<file path="src/sv/pps_pkg.sv">
`default_nettype none
package pps_pkg;

	// coordinate and score formats
	localparam int CW        = 16;
	localparam int CF        = 4;
	localparam int SF        = 10;
	localparam int SCW       = 16;
	localparam int NORM_BITS = 20;

	// working widths
	localparam int XW  = CW + 8;
	localparam int MW  = XW - 1;
	localparam int QBT = MW + SF;
	localparam int IW  = 2 * NORM_BITS + 5;
	localparam int KW  = $clog2(XW - NORM_BITS + 2);

	// divider depths; the IoU divider starts two stages later
	localparam int DEPTH_T = QBT;
	localparam int DEPTH_I = QBT - 2;

	typedef logic signed [XW-1:0] xw_t;

	localparam logic [1:0] ACT_FACE = 2'd0;
	localparam logic [1:0] ACT_HEAD = 2'd1;

	typedef enum logic [1:0] {
		ST_SCORED,
		ST_GATED,
		ST_UNSUP,
		ST_DEGEN
	} status_t;

	typedef struct packed {
		status_t status;
		logic    iou_zero;
		logic    ty_neg;
		logic    tx_neg;
	} side_t;

endpackage
`default_nettype wire

</file>
<file path="src/sv/pps_div.sv">
`default_nettype none
// Pipelined restoring divider: one quotient bit per stage, then pass stages.
// Computes floor((rem_in * 2^QB + num) / den) for rem_in < den.
module pps_div #(
	parameter int QB    = pps_pkg::QBT,
	parameter int DW    = pps_pkg::MW,
	parameter int DEPTH = pps_pkg::DEPTH_T
) (
	input  wire logic          clk,
	input  wire logic          en,
	input  wire logic [DW-1:0] rem_in,
	input  wire logic [QB-1:0] num,
	input  wire logic [DW-1:0] den,
	output logic      [QB-1:0] quo,
	output logic               rem_nz
);

	logic [DW-1:0] rem_s [DEPTH];
	logic [DW-1:0] den_s [DEPTH];
	logic [QB-1:0] num_s [DEPTH];
	logic [QB-1:0] quo_s [DEPTH];

	for (genvar k = 0; k < DEPTH; k++) begin : g_stage
		logic [DW-1:0] rem_p;
		logic [DW-1:0] den_p;
		logic [QB-1:0] num_p;
		logic [QB-1:0] quo_p;
		logic [DW-1:0] rem_n;
		logic [QB-1:0] quo_n;

		if (k == 0) begin : g_first
			assign rem_p = rem_in;
			assign den_p = den;
			assign num_p = num;
			assign quo_p = '0;
		end else begin : g_next
			assign rem_p = rem_s[k-1];
			assign den_p = den_s[k-1];
			assign num_p = num_s[k-1];
			assign quo_p = quo_s[k-1];
		end

		if (k < QB) begin : g_step
			logic [DW:0] trial;
			assign trial = {rem_p, num_p[QB-1]};
			always_comb begin
				if (trial >= {1'b0, den_p}) begin
					rem_n = DW'(trial - {1'b0, den_p});
					quo_n = {quo_p[QB-2:0], 1'b1};
				end else begin
					rem_n = trial[DW-1:0];
					quo_n = {quo_p[QB-2:0], 1'b0};
				end
			end
		end else begin : g_pass
			assign rem_n = rem_p;
			assign quo_n = quo_p;
		end

		always_ff @(posedge clk) begin
			if (en) begin
				rem_s[k] <= rem_n;
				den_s[k] <= den_p;
				num_s[k] <= {num_p[QB-2:0], 1'b0};
				quo_s[k] <= quo_n;
			end
		end
	end

	assign quo    = quo_s[DEPTH-1];
	assign rem_nz = |rem_s[DEPTH-1];

endmodule
`default_nettype wire

</file>
<file path="config.mk">
export PLATFORM = sky130hd
export DESIGN_NAME = pps_div
export DESIGN_NICKNAME = d
export VERILOG_FILES = /design/src/sv/pps_pkg.sv /design/src/sv/pps_div.sv
export SDC_FILE = /design/constraint.sdc
export NUM_CORES = 2
export LEC_CHECK = 0
export ABC_AREA = 0
export BUFFER_PORTS_ARGS = -buffer_cell sky130_fd_sc_hd__clkbuf_2
export CAP_MARGIN = 20
export CORE_ASPECT_RATIO = 1.4
export CORE_MARGIN = 3
export CORE_UTILIZATION = 35
export DETAILED_ROUTE_END_ITERATION = 12
export GPL_TIMING_DRIVEN = 0
export SLEW_MARGIN = 20
export SYNTH_ARGS = -nofsm -noshare
export SYNTH_HDL_FRONTEND = slang
export SYNTH_SLANG_ARGS = --single-unit
export TNS_END_PERCENT = 50
</file>
<file path="constraint.sdc">
create_clock -name clk -period 7.4 [get_ports clk]
set_input_delay 1.11 -clock clk [delete_from_list [all_inputs] [get_ports clk]]
set_output_delay 1.11 -clock clk [all_outputs]
set_load 0.01 [all_outputs]
</file>
==> results.md <==
- Row Count: between 200 and 300
- Tmin final: 5.35 ns
- Max IR drop VDD: approximately 0.22 mV
- CP Class: reg2reg
- Final global-route overflow total: 0
- Final Hold Fails: 0
- Netlist cell types: slightly below 90
- IO buf count: approximately 110
- Cell area power density: 431 nW/um^2
- Fmax: between 150 and 200 MHz
- Ranking of synthesized cells by area: edfxtp_1 (63%), ha_1 (7.7%), mux2_2 (3.0%), inv_1 (2.9%), a21oi_1 (2.8%)
- Crit path to: rem_s[0][199]
- Die area: 361000 sq um
- Global-route usage over all layers: 0.146
- RSZ-0062 raised after global routing: false
- Global-route wire length before repair: ~420000 um
- Status: completed
- Reg2Reg Depth: 12
- Fraction of the cycle the final worst path needs: 0.722
- Sequential area share after synthesis: 0.626
- I/O pin total: around 120
- Final Non-Filler Cells: between 10000 and 15000
- Top-area cell type share of the netlist area: 0.626
- Clock-pin slew on the worst setup and hold paths: around 0.060 ns
- HP Class: reg2reg
- Reg-to-Reg Start: rem_s[0][162]
- Predominant post-synthesis flop cell: edfxtp_1
- Share of layout cells above drive strength 1: 0.0981
- Synth area leader: edfxtp_1
- Worst-Margin Slew: ~1.1 ns
- Total wire length: 269000 um
- Post-route ant nets: 0
- Total number of vias: 73800
- Vias in the first global route: 76900
- CP required: approximately 8.0 ns
- Post_cts resized: 0
- Pin count of the biggest net entering global routing: ~110
- Skew-Pair Late Insertion Delay: around 0.86 ns
- Crit path capture type: register
- Hold Path Origin: num_s[0][700]
- Post-DP HPWL: roughly 200000 um
- Max Root-Sink Buffers: 4
- Fill count: 32600
- Drt via density: around 5.0
- CTS buffer count: between 200 and 300
- Final nets: between 10000 and 15000
- Clk_skew: 0.0675 ns
- Placement Setup Slack: 1.74 ns
- Die Ht: ~710 um
- DP Cell Count: approximately 14000
- Cell count after synthesis: 9482
- WHS: about 0.36 ns
- Yosys Warn Count: 0
- Syn nets: 10400
- Wire length per cell: 18.2 um
- Max Cap Viol: 0
- Initial Utilization: 0.353
- P&R area growth vs syn: 13.2%
- End of the worst register-to-register path: rem_s[0][199]
- Synth Cell Area: between 100000 and 150000 sq um
- Final setup vio count: 0
- Core footprint: between 300000 and 400000 sq um
- Initial antenna violation count: 4
- Syn Area/Cell: between 10 and 15 sq um
- Final Util: 0.399
- RD Place Congestion: roughly 0.94
- Setup_tns: 0 ns
- CTS root buffer: clkbuf_16
- Leakage: roughly 0.055 uW
- Critical Path AT: 5.93 ns
- Die Span X: just over 500 um
- Type of origin of the critical path: register
- Max_slew headroom: 0.251
- Hold buffer count at cts: 0
- CP Launch Point: rem_s[0][162]
- Iter 0 DRT Violations: about 4000
- #FFs+latches synth: 2584
- R2r setup slk: 2.05 ns
- Setup bufs post-CTS: 0
- TritonRoute pass-1 iters: 6
- FFs w/ async S/R, synth: 0
- CTS sink cnt: roughly 2600
- Setup ws final: between 2 and 2.5 ns
- CP max FO: 10
- H-tree depth: 5
- DRC errors left: 0
- CTS tree: built
- Slew Viols, Final: 0
- Post-synth EDFFs: ~2600
## state kept, by name, indices dropped and copies added, names as in the netlist
name / count
num_s: 528
den_s: 736
quo_s: 561
rem_s: 759
## area by class of cell
type	count	area [sq um]	share of cell area
plain buffers	143	603	0.00430
clock inverters	169	1670	0.0119
well taps	4662	5830	0.0416
clock buffers	333	7400	0.0528
inverters	942	3540	0.0252
multi-input cells	5813	42200	0.301
repair buffers	144	1410	0.0100
flip-flops and latches	2584	77600	0.553
diodes	3	7.51	0.0000535
## through the flow
step,total power [uW],instance area [sq um]
global placement,48000,130000
finish,60400,140000
global route,64500,140000
floorplan,39700,124000
detailed placement,46700,131000
CTS,61200,140000
## cell families (layout without fill, tap and decap cells)
logic type / count (synthesis) / count (layout) / synth area share
flops: 2584 / 2584 / 0.626
compound gates: 2136 / 2136 / 0.107
simple gates: 1885 / 1885 / 0.0727
buf+inv: 1085 / 1731 / 0.0334
fa+ha+maj: 792 / 792 / 0.0820
xor+xnor: 626 / 626 / 0.0443
mux: 374 / 374 / 0.0342
other cells: 0 / 3 / 0
## power by group
| group | switching, uW | internal (uW) | total, uW |
|---|---|---|---|
| logic | 13800 | 10400 | 24200 |
| clock network | 5820 | 8020 | 13800 |
| registers | 1730 | 20700 | 22400 |
| total | 21300 | 39100 | 60400 |
## layer usage
metal | track usage | routed length [um] | vias to the layer above
met5 | 0 | 0 | -
met3 | 0.0203 | 9130 | 796
met1 | 0.142 | 94300 | 35500
met4 | 0.0901 | 18300 | 0
met2 | 0.285 | 147000 | 1568
li1 | - | - | 35900
## synthesized netlist by cell type (all sizes together), types with 31 or more instances
library cell	count
nor2b	140
and3	52
edfxtp	2584
o21ai	524
buf	39
nor3	122
o211ai	37
xnor2	384
fa	33
o21bai	72
a21oi	692
a31oi	63
nand2b	110
o31ai	45
a21boi	38
a21o	322
nand2	503
nand3	124
nand4	113
inv	941
clkbuf	104
or3	36
nor2	545
mux2i	31
or2	34
xor2	242
mux2	343
o21a	106
ha	759
a211oi	47
## layout by cell type, fill, tap and decap left out, drive strengths merged, types with 31 or more instances in the layout
cell type,count
a211oi,47
a21boi,38
a21o,322
a21oi,692
a31oi,63
and3,52
buf,69
clkbuf,551
clkinv,117
edfxtp,2584
fa,33
ha,759
inv,956
mux2,343
mux2i,31
nand2,503
nand2b,110
nand3,124
nand4,113
nor2,545
nor2b,140
nor3,122
o211ai,37
o21a,106
o21ai,524
o21bai,72
o31ai,45
or2,34
or3,36
xnor2,384
xor2,242
## worst min path at each step
stage | to | slack [ns] | depth (start not counted)
after floorplan | num_s[0][100] | 0.40 | 0
after global placement | num_s[0][529] | 0.40 | 0
after detailed placement | num_s[0][185] | 0.40 | 0
after CTS | num_s[0][22] | 0.30 | 1
after global routing | num_s[0][22] | 0.34 | 1
final | num_s[0][733] | 0.36 | 0
## critical path, cell delays in order (launching register included)
cell       delay [ns]
edfxtp_1         0.40
ha_1             0.39
nor2b_1          0.18
o211ai_1         0.28
a31oi_1          0.20
a21oi_1          0.31
a31oi_1          0.19
a31oi_1          0.76
o31ai_1          0.41
a2111oi_1        0.94
buf_2            0.46
buf_2            0.37
o21ai_0          0.18
Note: power is estimated with default switching activity, not from simulation.
